<file path="config.mk">
export PLATFORM = sky130hd
export DESIGN_NAME = midpoint_ellipse_rasterizer
export DESIGN_NICKNAME = d
export VERILOG_FILES = /design/src/rtl/core/mer_pkg.sv /design/src/rtl/core/mer_dpath.sv /design/src/rtl/core/mer_ctrl.sv /design/src/rtl/core/midpoint_ellipse_rasterizer.sv
export SDC_FILE = /design/constraint.sdc
export NUM_CORES = 2
export LEC_CHECK = 0
export BUFFER_PORTS_ARGS = -buffer_cell sky130_fd_sc_hd__buf_2
export CORE_MARGIN = 3
export CORE_UTILIZATION = 62
export DETAILED_ROUTE_END_ITERATION = 16
export GPL_TIMING_DRIVEN = 0
export PLACE_DENSITY_LB_ADDON = 0.15
export SYNTH_ARGS = -nofsm -noshare
export SYNTH_HDL_FRONTEND = slang
export SYNTH_SLANG_ARGS = --single-unit
</file>
<file path="constraint.sdc">
create_clock -name clk -period 23.9 [get_ports clk]
set_input_delay 2.39 -clock clk [delete_from_list [all_inputs] [get_ports clk]]
set_output_delay 2.39 -clock clk [all_outputs]
set_load 0.01 [all_outputs]
</file>
<file path="src/rtl/core/mer_pkg.sv">
// shared types and constants of the midpoint ellipse rasterizer
// used by the controller, the datapath and the top level
`timescale 1ns / 1ps
`default_nettype none

package mer_pkg;

  // run length cap
  localparam int MAX_RESULTS = 64;

  // port field widths
  localparam int RX_W  = 5;
  localparam int RY_W  = 6;
  localparam int CFG_W = 6;
  localparam int CX_W  = 11;
  localparam int IN_W  = 24;
  localparam int CO_W  = 12;
  localparam int OUT_W = 48;

  // register reset values
  localparam logic [RX_W-1:0] RX_RESET = 5'd20;
  localparam logic [RY_W-1:0] RY_RESET = 6'd35;

  // register indexes
  localparam logic REG_RADIUS_X = 1'b0;
  localparam logic REG_RADIUS_Y = 1'b1;

  // decision values carry 2 fractional bits
  localparam int FRAC_SH = 2;

  // internal widths
  localparam int XY_W   = 8;
  localparam int D_W    = 22;
  localparam int P_W    = 32;
  localparam int RX2_W  = 10;
  localparam int RY2_W  = 12;
  localparam int RXRY_W = 16;
  localparam int TX_W   = 8;
  localparam int TY_W   = 9;
  localparam int A_W    = 15;
  localparam int B_W    = 13;
  localparam int M1_W   = 27;
  localparam int M2_W   = 23;
  localparam int M3_W   = 22;

  // controller to datapath commands
  typedef struct packed {
    logic load;
    logic init1;
    logic step1;
    logic r2a;
    logic r2b;
    logic r2c;
    logic step2;
  } cmd_t;

  // datapath to controller status
  typedef struct packed {
    logic cond1;
    logic more2;
  } stat_t;

endpackage

`default_nettype wire

</file>
<file path="src/rtl/core/mer_dpath.sv">
// datapath: radius registers, midpoint decision arithmetic, point outputs
// depends on mer_pkg; driven by commands from mer_ctrl
`timescale 1ns / 1ps
`default_nettype none

module mer_dpath #(
  parameter int MAX_RESULTS = mer_pkg::MAX_RESULTS
) (
  input  wire logic                       clk,
  input  wire logic                       rst,
  input  wire logic                       cfg_we,
  input  wire logic                       cfg_index,
  input  wire logic [mer_pkg::CFG_W-1:0]  cfg_data,
  input  wire logic [mer_pkg::IN_W-1:0]   in_data,
  input  wire mer_pkg::cmd_t              cmd,
  output mer_pkg::stat_t                  stat,
  output logic [mer_pkg::OUT_W-1:0]       out_data
);
  import mer_pkg::*;

  localparam int CNT_W   = $clog2(MAX_RESULTS + 1);
  localparam int TXSQ_W  = 2 * TX_W;
  localparam int TYSQ_W  = 2 * TY_W;

  // configuration registers
  logic [RX_W-1:0] radius_x;
  logic [RY_W-1:0] radius_y;

  // per-run state
  logic signed [CX_W-1:0] cx, cy;
  logic [RX2_W-1:0]       rx2;
  logic [RY2_W-1:0]       ry2;
  logic [RY_W-1:0]        ry_l;
  logic signed [XY_W-1:0] x, y;
  logic signed [D_W-1:0]  dx, dy;
  logic signed [P_W-1:0]  p;
  logic [CNT_W-1:0]       n;
  logic [A_W-1:0]         a;
  logic [B_W-1:0]         b;
  logic [M1_W-1:0]        m1;
  logic [M2_W-1:0]        m2;
  logic [M3_W-1:0]        m3;

  // combinational terms
  logic [RX2_W-1:0]        rx_sq;
  logic [RY2_W-1:0]        ry_sq;
  logic [RXRY_W-1:0]       rxry;
  logic signed [P_W-1:0]   rx2_p, ry2_p, rxry_p, p_init;
  logic signed [D_W-1:0]   rx2_d, ry2_d, dx_inc, dy_dec;
  logic signed [XY_W-1:0]  x_inc, y_dec;
  logic                    p_neg, p_pos;
  logic signed [XY_W-1:0]  s1_y, s2_x, nx, ny;
  logic signed [D_W-1:0]   s1_dy, s2_dx;
  logic signed [P_W-1:0]   s1_p, s2_p;
  logic [TX_W-1:0]         tx;
  logic [TXSQ_W-1:0]       tx_sq;
  logic signed [TY_W-1:0]  ty;
  logic signed [TYSQ_W-1:0] ty_sq;
  logic signed [CO_W-1:0]  x_r, x_l, y_t, y_b;
  logic                    n_full;

  // register writes
  always_ff @(posedge clk) begin
    if (rst) begin
      radius_x <= RX_RESET;
      radius_y <= RY_RESET;
    end else if (cfg_we) begin
      case (cfg_index)
        REG_RADIUS_X: radius_x <= cfg_data[RX_W-1:0];
        REG_RADIUS_Y: radius_y <= cfg_data[RY_W-1:0];
        default: ;
      endcase
    end
  end

  // squares and products
  assign rx_sq  = RX2_W'(radius_x) * RX2_W'(radius_x);
  assign ry_sq  = RY2_W'(radius_y) * RY2_W'(radius_y);
  assign rxry   = RXRY_W'(rx2) * RXRY_W'(ry_l);
  assign rx2_p  = P_W'(rx2);
  assign ry2_p  = P_W'(ry2);
  assign rxry_p = P_W'(rxry);
  assign rx2_d  = D_W'(rx2);
  assign ry2_d  = D_W'(ry2);
  assign p_init = (ry2_p <<< FRAC_SH) - (rxry_p <<< FRAC_SH) + rx2_p;

  // shared increments
  assign x_inc  = x + XY_W'(1);
  assign y_dec  = y - XY_W'(1);
  assign dx_inc = dx + (ry2_d <<< 1);
  assign dy_dec = dy - (rx2_d <<< 1);
  assign p_neg  = p[P_W-1];
  assign p_pos  = !p_neg && (p != '0);

  // region 1 step
  always_comb begin
    if (p_neg) begin
      s1_y  = y;
      s1_dy = dy;
      s1_p  = p + ((P_W'(dx_inc) + ry2_p) <<< FRAC_SH);
    end else begin
      s1_y  = y_dec;
      s1_dy = dy_dec;
      s1_p  = p + ((P_W'(dx_inc) - P_W'(dy_dec) + ry2_p) <<< FRAC_SH);
    end
  end

  // region 2 step
  always_comb begin
    if (p_pos) begin
      s2_x  = x;
      s2_dx = dx;
      s2_p  = p + ((rx2_p - P_W'(dy_dec)) <<< FRAC_SH);
    end else begin
      s2_x  = x_inc;
      s2_dx = dx_inc;
      s2_p  = p + ((P_W'(dx_inc) - P_W'(dy_dec) + rx2_p) <<< FRAC_SH);
    end
  end

  // new point and its mirrored coordinates
  assign nx  = cmd.step1 ? x_inc : s2_x;
  assign ny  = cmd.step1 ? s1_y : y_dec;
  assign x_r = CO_W'(cx) + CO_W'(nx);
  assign x_l = CO_W'(cx) - CO_W'(nx);
  assign y_t = CO_W'(cy) + CO_W'(ny);
  assign y_b = CO_W'(cy) - CO_W'(ny);

  // region 2 start terms
  assign tx    = {x[TX_W-2:0], 1'b1};
  assign tx_sq = TXSQ_W'(tx) * TXSQ_W'(tx);
  assign ty    = TY_W'(y) - TY_W'(1);
  assign ty_sq = TYSQ_W'(ty) * TYSQ_W'(ty);

  // run registers
  always_ff @(posedge clk) begin
    if (cmd.load) begin
      cx   <= in_data[CX_W-1:0];
      cy   <= in_data[2*CX_W-1:CX_W];
      rx2  <= rx_sq;
      ry2  <= ry_sq;
      ry_l <= radius_y;
      x    <= '0;
      y    <= XY_W'(radius_y);
      n    <= '0;
    end else if (cmd.init1) begin
      p  <= p_init;
      dx <= '0;
      dy <= D_W'({rxry, 1'b0});
    end else if (cmd.step1) begin
      x        <= x_inc;
      y        <= s1_y;
      dx       <= dx_inc;
      dy       <= s1_dy;
      p        <= s1_p;
      n        <= n + CNT_W'(1);
      out_data <= {y_b, y_t, x_l, x_r};
    end else if (cmd.r2a) begin
      a <= tx_sq[A_W-1:0];
      b <= ty_sq[B_W-1:0];
    end else if (cmd.r2b) begin
      m1 <= M1_W'(ry2) * M1_W'(a);
      m2 <= M2_W'(rx2) * M2_W'(b);
      m3 <= M3_W'(rx2) * M3_W'(ry2);
    end else if (cmd.r2c) begin
      p <= P_W'(m1) + (P_W'(m2) << FRAC_SH) - (P_W'(m3) << FRAC_SH);
    end else if (cmd.step2) begin
      x        <= s2_x;
      y        <= y_dec;
      dx       <= s2_dx;
      dy       <= dy_dec;
      p        <= s2_p;
      n        <= n + CNT_W'(1);
      out_data <= {y_b, y_t, x_l, x_r};
    end
  end

  // loop conditions
  assign n_full     = (n >= CNT_W'(MAX_RESULTS));
  assign stat.cond1 = !n_full && (dx <= dy);
  assign stat.more2 = !n_full && !y[XY_W-1] && (y != '0);

endmodule

`default_nettype wire

</file>
<file path="src/rtl/core/mer_ctrl.sv">
// controller: sequences the two regions and the result handshake
// depends on mer_pkg; commands mer_dpath
`timescale 1ns / 1ps
`default_nettype none

module mer_ctrl (
  input  wire logic           clk,
  input  wire logic           rst,
  input  wire logic           in_valid,
  output logic                in_ready,
  output logic                out_valid,
  input  wire logic           out_ready,
  output logic                out_last,
  input  wire mer_pkg::stat_t stat,
  output mer_pkg::cmd_t       cmd
);
  import mer_pkg::*;

  localparam logic [3:0] S_IDLE  = 4'd0;
  localparam logic [3:0] S_INIT1 = 4'd1;
  localparam logic [3:0] S_CHK1  = 4'd2;
  localparam logic [3:0] S_STEP1 = 4'd3;
  localparam logic [3:0] S_R2A   = 4'd4;
  localparam logic [3:0] S_R2B   = 4'd5;
  localparam logic [3:0] S_R2C   = 4'd6;
  localparam logic [3:0] S_CHK2  = 4'd7;
  localparam logic [3:0] S_STEP2 = 4'd8;
  localparam logic [3:0] S_EMIT  = 4'd9;

  logic [3:0] state, state_next;
  logic [3:0] ret, ret_next;
  logic       pend, pend_next;
  logic       last, last_next;

  // state registers
  always_ff @(posedge clk) begin
    if (rst) begin
      state <= S_IDLE;
      ret   <= S_IDLE;
      pend  <= 1'b0;
      last  <= 1'b0;
    end else begin
      state <= state_next;
      ret   <= ret_next;
      pend  <= pend_next;
      last  <= last_next;
    end
  end

  // next state; a pending point goes out once it is known whether more follow
  always_comb begin
    state_next = state;
    ret_next   = ret;
    pend_next  = pend;
    last_next  = last;
    case (state)
      S_IDLE: begin
        if (in_valid) begin
          state_next = S_INIT1;
          pend_next  = 1'b0;
        end
      end
      S_INIT1: state_next = S_CHK1;
      S_CHK1: begin
        if (stat.cond1) begin
          if (pend) begin
            state_next = S_EMIT;
            ret_next   = S_STEP1;
            last_next  = 1'b0;
          end else begin
            state_next = S_STEP1;
          end
        end else begin
          state_next = S_R2A;
        end
      end
      S_STEP1: begin
        state_next = S_CHK1;
        pend_next  = 1'b1;
      end
      S_R2A: state_next = S_R2B;
      S_R2B: state_next = S_R2C;
      S_R2C: state_next = S_CHK2;
      S_CHK2: begin
        if (stat.more2) begin
          if (pend) begin
            state_next = S_EMIT;
            ret_next   = S_STEP2;
            last_next  = 1'b0;
          end else begin
            state_next = S_STEP2;
          end
        end else if (pend) begin
          state_next = S_EMIT;
          ret_next   = S_IDLE;
          last_next  = 1'b1;
        end else begin
          state_next = S_IDLE;
        end
      end
      S_STEP2: begin
        state_next = S_CHK2;
        pend_next  = 1'b1;
      end
      S_EMIT: begin
        if (out_ready) begin
          state_next = ret;
        end
      end
      default: state_next = S_IDLE;
    endcase
  end

  // handshake and datapath commands
  assign in_ready  = (state == S_IDLE);
  assign out_valid = (state == S_EMIT);
  assign out_last  = last;
  assign cmd.load  = (state == S_IDLE) && in_valid;
  assign cmd.init1 = (state == S_INIT1);
  assign cmd.step1 = (state == S_STEP1);
  assign cmd.r2a   = (state == S_R2A);
  assign cmd.r2b   = (state == S_R2B);
  assign cmd.r2c   = (state == S_R2C);
  assign cmd.step2 = (state == S_STEP2);

endmodule

`default_nettype wire

</file>
<file path="src/rtl/core/midpoint_ellipse_rasterizer.sv">
// midpoint ellipse rasterizer top level: mer_ctrl plus mer_dpath, uses mer_pkg
// one request at a time; each point group is offered after the test that follows
// its step; each further group passes emit, step and test with m_tready high, and a
// run holds at most 64 groups, one step per point; region 2 start forms its
// products in states R2A, R2B, R2C; rst is synchronous, radii to 20/35
`timescale 1ns / 1ps
`default_nettype none

module midpoint_ellipse_rasterizer #(
  parameter int MAX_RESULTS = mer_pkg::MAX_RESULTS
) (
  input  wire logic                       clk,
  input  wire logic                       rst,
  // config write: cfg_index 0 radius_x, 1 radius_y
  input  wire logic                       cfg_valid,
  output logic                            cfg_ready,
  input  wire logic                       cfg_index,
  input  wire logic [mer_pkg::CFG_W-1:0]  cfg_data,
  input  wire logic                       s_tvalid,
  output logic                            s_tready,
  // [10:0] center_x, [21:11] center_y, [23:22] zero
  input  wire logic [mer_pkg::IN_W-1:0]   s_tdata,
  output logic                            m_tvalid,
  input  wire logic                       m_tready,
  // [11:0] x_right, [23:12] x_left, [35:24] y_top, [47:36] y_bottom
  output logic [mer_pkg::OUT_W-1:0]       m_tdata,
  output logic                            m_tlast
);
  import mer_pkg::*;

  cmd_t  cmd;
  stat_t stat;

  // config writes always taken
  assign cfg_ready = 1'b1;

  mer_ctrl u_ctrl (
    .clk       (clk),
    .rst       (rst),
    .in_valid  (s_tvalid),
    .in_ready  (s_tready),
    .out_valid (m_tvalid),
    .out_ready (m_tready),
    .out_last  (m_tlast),
    .stat      (stat),
    .cmd       (cmd)
  );

  mer_dpath #(
    .MAX_RESULTS (MAX_RESULTS)
  ) u_dpath (
    .clk       (clk),
    .rst       (rst),
    .cfg_we    (cfg_valid),
    .cfg_index (cfg_index),
    .cfg_data  (cfg_data),
    .in_data   (s_tdata),
    .cmd       (cmd),
    .stat      (stat),
    .out_data  (m_tdata)
  );

endmodule

`default_nettype wire

</file>
### Yosys cells after proc, flatten, opt, wreduce, memory -nomap -nowiden

Index checks and enable logic that the tools add are counted.

* bits in registers: 318
* output and inout port bits: 52
* logic and storage cells: 192

* add/sub/neg operators: 23
* reduce and logical (&&, ||, !) cells: 34
* $mul: 8
* bitwise operators: 5
* magnitude comparators: 2
* multiplexer cells: 68
* equal/unequal tests: 27

Operator list (number)
* 22-bit two-way mux: 12
* 32-bit two-way mux: 8
* 48-bit two-way mux: 5
* 32-bit adder: 4
* 8-bit two-way mux: 14
* 4-bit two-way mux: 11
* 7-bit two-way mux: 5
* 32-bit by 11-bit adder with 32-bit output: 1
* 4-bit case mux with 8 select lines: 1
* 32-bit nonzero test: 1
* 32-bit by 24-bit subtractor with 32-bit output: 1
* 30-bit by 11-bit adder with 30-bit output: 1
* 30-bit by 13-bit adder with 30-bit output: 1
* 27-bit by 25-bit adder with 28-bit output: 1
* 12-bit by 15-bit multiplier with 27-bit output: 1
* 11-bit by 8-bit adder with 12-bit output: 2
* 11-bit by 8-bit subtractor with 12-bit output: 2
* 22-bit by 13-bit adder with 23-bit output: 1
* 10-bit by 13-bit multiplier with 23-bit output: 1
* 11-bit by 22-bit subtractor with 23-bit output: 1
* 22-bit by 22-bit subtractor with 23-bit output: 1
* 22-bit by 14-bit adder with 22-bit output: 1
* 22-bit less-or-equal comparator: 1
* 10-bit by 12-bit multiplier with 22-bit output: 1
* other kinds (40): 89

### Depth between registers and ports, before layout

* word-level depth: 11
* mapped depth: 36
* depth with buffers taken out: 36

### Cells and area by module

Synthesis repeated with hierarchy kept, for this count alone.

* cells, all modules: 4647
* area total of the unflattened synthesis: 41926.5 um2

Modules (own cells, without submodules)
* mer_dpath: cells an instance 4570, sequential area each 8548.2 um2, area each 41352.2 um2, instances 1
* mer_ctrl: cells an instance 75, sequential area each 160.2 um2, area each 563.0 um2, instances 1
* midpoint_ellipse_rasterizer: cells an instance 2, sequential area each 0.0 um2, area each 11.3 um2, instances 1

### Worst setup path before layout

OpenSTA, ideal clock, no wires.

* path kind: register to register
* from: register u_dpath.rx2[2]
* to: register u_dpath.p[31], data pin
* cell stages (with the launch flop): 34
* path buffers: 1
* setup time: 0.265 ns
* setup slack: 16.332 ns
* arrival: 7.303 ns
* period minus slack after synthesis: 7.568 ns
* required time: 23.635 ns
* cell sequence: edfxtp_1 clkbuf_1 inv_1 ha_1 nor2b_1 o31a_1 o21ai_0 nand2_1 xnor2_1 ha_1 nand3_1 o21ai_0 o31ai_1 nor2b_1 maj3_2 a211o_1 o21a_1 o311a_2 or4_4 nor2_1 nand3_1 xor2_1 a21oi_1 ha_1 a21o_1 a211oi_1 o21ai_0 and2_1 a41o_1 o41ai_1 o21ai_0 nor2b_1 mux2i_1 a22oi_1

* word-level cells in the longest chain between the ends: 11
* elaborated cells between the ends (all ways): 19
* classes of those cells: 10 x add/sub; 1 x mul; 8 x mux

RTL lines
* from (decl): RTL line mer_dpath.sv:31 `logic [RX2_W-1:0] rx2;`
* from (signal assigned): RTL line mer_dpath.sv:140 `rx2 <= rx_sq;`
* 22-bit by 12-bit subtractor with 22-bit output: RTL line mer_dpath.sv:91 `assign dy_dec = dy - (rx2_d <<< 1);`
* 22-bit by 22-bit subtractor with 23-bit output: RTL line mer_dpath.sv:104, mer_dpath.sv:117
* 30-bit by 11-bit adder with 30-bit output: RTL line mer_dpath.sv:117 `s2_p = p + ((P_W'(dx_inc) - P_W'(dy_dec) + rx2_p) <<< FRAC_SH);`
* 32-bit adder: RTL line mer_dpath.sv:117
* 32-bit two-way mux: RTL line mer_dpath.sv:110 `if (p_pos) begin`
* 32-bit two-way mux: RTL line mer_dpath.sv:167 `end else if (cmd.step2) begin`
* 32-bit two-way mux: RTL line mer_dpath.sv:165 `end else if (cmd.r2c) begin`
* 32-bit two-way mux: RTL line mer_dpath.sv:161 `end else if (cmd.r2b) begin`
* 32-bit two-way mux: RTL line mer_dpath.sv:158 `end else if (cmd.r2a) begin`
* 32-bit two-way mux: RTL line mer_dpath.sv:150 `end else if (cmd.step1) begin`
* 32-bit two-way mux *: RTL line mer_dpath.sv:146 `end else if (cmd.init1) begin`
* to (signal assigned): RTL line mer_dpath.sv:147 `p <= p_init;`
* to (signal assigned): RTL line mer_dpath.sv:155 `p <= s1_p;`
* to (signal assigned): RTL line mer_dpath.sv:166 `p <= P_W'(m1) + (P_W'(m2) << FRAC_SH) - (P_W'(m3) << FRAC_SH);`
* to (decl): RTL line mer_dpath.sv:36 `logic signed [P_W-1:0] p;`

Every way passes the cells marked *; elsewhere a longest branch is shown, timed or not. The select of a mux whose other input is x is not followed.
A chain may end at the register's enable or synchronous reset.

### Worst setup path in the final report

* from: register u_dpath.rx2[9]
* to: register u_dpath.p[31], data pin

The elaborated chain is that of the path after synthesis.

==> summary.txt <==
Synth
  – #FFs+latches synth: 302
  – Cell taking the most area after synthesis: edfxtp_1
  – Ys Warns: 0
  – Ys async rst share: 0%
  – Synth Instances: 4,628
  – Post-synth EDFFs: 266
  – Cell Area, Synth: 0.0417 mm^2
  – Top_reg_cell synth: edfxtp_1
  – Distinct cells, synth: 100
  – Average cell area after synthesis: 9.01 um^2
  – Seq/Total Area, Yosys: 20.9%
  – Top cells by area, synth: edfxtp_1 19%, ha_1 17%, fa_1 16%, xnor2_1 6.0%, inv_1 5.8%
  – Top-area cell type share of the netlist area: 19.1%

Worst setup path
  – CP peak stage delay: 0.78 ns
  – Setup CP Type: reg -> reg
  – Slowest CP cell: clkbuf_1
  – Critical path peak fanout: 10
  – Worst r2r src: u_dpath.rx2[9]
  – Critical path arrival: 10.32 ns
  – Reg2Reg Depth: 30
  – Reg-to-Reg End: u_dpath.p[31]
  – WP depth: 30
  – CP startpoint kind: register
  – CP required: 24.21 ns
  – CP bufs+invs: 4
  – Top Family by Delay on Critical Path: compound AO/OA/AOI/OAI gates
  – Critical Path End Type: register
  – Top cell by count, worst path: o21ai_0
  – Reg2Reg Setup Slack: 13.89 ns

CTS
  – Post-CTS sizing: 0
  – CTS Buf Count: 39
  – Worst-path clk slew: 0.06 ns
  – CTS tree: built
  – # hold bufs at CTS: 0
  – Clk sinks: 302
  – H-tree Lvls: 2
  – Setup bufs post-CTS: 0
  – CTS root buf: clkbuf_16
  – Clock Tree Buf Depth: 3
  – Worst skew pair latency: 0.58 ns

Route
  – Vias per inst: 5.87
  – WL/cell: 19.6 um
  – DRT iter0 DRCs: 2,395
  – Post-route DRC: 0
  – Final WL: 111,000 um
  – Vias: 33.2k
  – Final ANT Viol Nets: 0
  – Drt pass-1 iters: 5

Floorplanning
  – Row count: 94
  – Die ar.: 0.0704 mm^2
  – I/O pin count: 88
  – Die X: 265 um
  – Die Span Y: 265 um
  – Core area: 0.0662 mm^2
  – Starting Density: 63.0%

Timing
  – PnR worst setup slack: 13.89 ns
  – Post-Route Setup TNS: 0 ns
  – WHS: 0.459 ns
  – Worst-Margin Slew: 1.26 ns
  – Final min period: 10.01 ns
  – Fin. Hold Viols: 0
  – Setup violators final: 0
  – Rel. slew slack: 15.3%
  – FMAX: 99.9 MHz
  – Period Utilization, post-route: 41.9%
  – Max Slew Vio Count: 0
  – Layout Skew: 0.0343 ns
  – RSZ-0062 raised after global routing: no

Global route
  – First-pass GRT wire length: 177,000 um
  – Vias in the first global route: 33.0k
  – Initial antenna violation count: 8
  – GR Util All Layers: 31.8%
  – Largest net degree at the start of global routing: 42
  – Total grt overflow: 0

Place
  – RePlAce Congestion: 0.956
  – Input/output buffers: 83
  – Post-DP HPWL: 89,300 um
  – Pre-CTS setup slack: 14.08 ns

Job
  – Max Cap Viol: 0

Worst hold path
  – Hold Crit Class: reg -> reg
  – Worst min-delay path startpoint: u_dpath.radius_y[4]
  – Worst Hold Depth: 0
  – Worst Hold Endpoint: u_dpath.ry_l[4]

Finish
  – Layout cells sized above 1: 4.90%
  – Area delta synth->final: 7.35%
  – Sequential cell area: 0.00871 mm^2
  – Area of the multi-input gates: 0.0301 mm^2
  – Most frequent cells in the layout: 643 x inv_1, 580 x ha_1, 360 x nand2_1
  – Nets: 5,725
  – Commonest non-fill, non-tap cell in the layout: inv_1
  – Fill cells: 5,360

Outcome
  – Outcome: finished, final reports clean
kinds of logic after synthesis:
| group | count (synthesis) | synth area share (%) |
|---|---|---|
| flops | 302 | 20.9 |
| buf+inv | 781 | 7.07 |
| mux | 22 | 0.540 |
| fa+ha+maj | 926 | 33.9 |
| compound gates | 869 | 13.4 |
| simple gates | 1323 | 15.5 |
| other cells | 1 | 0.00899 |
| xor+xnor | 404 | 8.65 |
synth_stat cells (6+ instances only):
| library cell | count |
|---|---|
| nand3_1 | 63 |
| o31ai_1 | 17 |
| o211ai_1 | 18 |
| a21oi_1 | 319 |
| xnor2_1 | 285 |
| o21ai_0 | 137 |
| xor2_1 | 111 |
| a21boi_0 | 14 |
| a211oi_1 | 35 |
| o41ai_1 | 9 |
| nor4_1 | 15 |
| buf_1 | 9 |
| inv_1 | 643 |
| mux2i_1 | 18 |
| edfxtp_1 | 266 |
| and2_1 | 269 |
| o221ai_1 | 6 |
| or2_2 | 14 |
| nor3_1 | 69 |
| nand4_1 | 21 |
| a21o_1 | 91 |
| clkbuf_1 | 114 |
| o21a_1 | 32 |
| a31oi_1 | 18 |
| nand2b_1 | 44 |
| nand2_1 | 360 |
| ha_1 | 580 |
| and3_1 | 28 |
| a211o_1 | 9 |
| a31o_2 | 7 |
| fa_1 | 343 |
| nor2b_1 | 59 |
| or3_1 | 25 |
| dfxtp_1 | 36 |
| o31a_1 | 6 |
| o21bai_1 | 78 |
| nand3b_1 | 6 |
| nor3b_1 | 11 |
| nor2_1 | 322 |
sequential cells by signal, indices dropped and copies added, names as in the netlist:
| register | cells |
|---|---|
| u_dpath.m3 | 21 |
| u_dpath.radius_x | 5 |
| u_dpath.p | 31 |
| u_dpath.dy | 21 |
| u_ctrl.state | 4 |
| u_dpath.m2 | 22 |
| u_dpath.n | 7 |
| u_ctrl.ret | 2 |
| u_ctrl.out_last | 1 |
| u_dpath.ry2 | 10 |
| u_ctrl.pend | 1 |
| u_dpath.rx2 | 9 |
| u_dpath.m1 | 26 |
| u_dpath.ry_l | 6 |
| u_dpath.cy | 11 |
| u_dpath.radius_y | 6 |
| u_dpath.dx | 21 |
| u_dpath.a | 13 |
| u_dpath.b | 12 |
| u_dpath.out_data | 46 |
| u_dpath.cx | 11 |
| u_dpath.y | 8 |
| u_dpath.x | 8 |
how the worst max path moves through the flow:
stage / start / endpoint / slack [ns]
2_1_floorplan: u_dpath.rx2[2] / u_dpath.p[31] / 16.33
3_3_place_gp: u_dpath.rx2[8] / u_dpath.p[31] / 14.09
3_5_place_dp: u_dpath.rx2[8] / u_dpath.p[31] / 14.08
4_1_cts: u_dpath.rx2[8] / u_dpath.p[31] / 14.05
5_1_grt: u_dpath.rx2[8] / u_dpath.p[31] / 13.34
6_report: u_dpath.rx2[9] / u_dpath.p[31] / 13.89
layout make-up:
type | instances | area share [%]
Multi-Input combinational cell | 3546 | 67.2
Sequential cell | 302 | 19.4
Clock inverter | 30 | 0.793
Timing Repair Buffer | 96 | 1.30
Inverter | 650 | 5.45
Tap cell | 864 | 2.41
Antenna cell | 1 | 0.00559
Buffer | 131 | 1.14
Clock buffer | 42 | 2.27
stage by stage:
step	area [um^2]	util, %	cells
after floorplan	41700	-	4629
after global placement	43200	65.3	5576
after detailed placement	43400	65.6	5589
after CTS	44800	67.6	5661
after global routing	44800	67.6	5662
final	44800	67.6	5662
metal layers:
metal | vias up | track usage [%] | wire, um
li1 | 15800 | - | -
met1 | 16000 | 42.0 | 46500
met2 | 1156 | 51.8 | 50400
met3 | 253 | 5.91 | 8720
met4 | 10 | 13.2 | 5280
met5 | - | 0 | 69
Power is not shown: default switching activity piles up to over one toggle a cycle in this logic, so the estimate is an artifact.
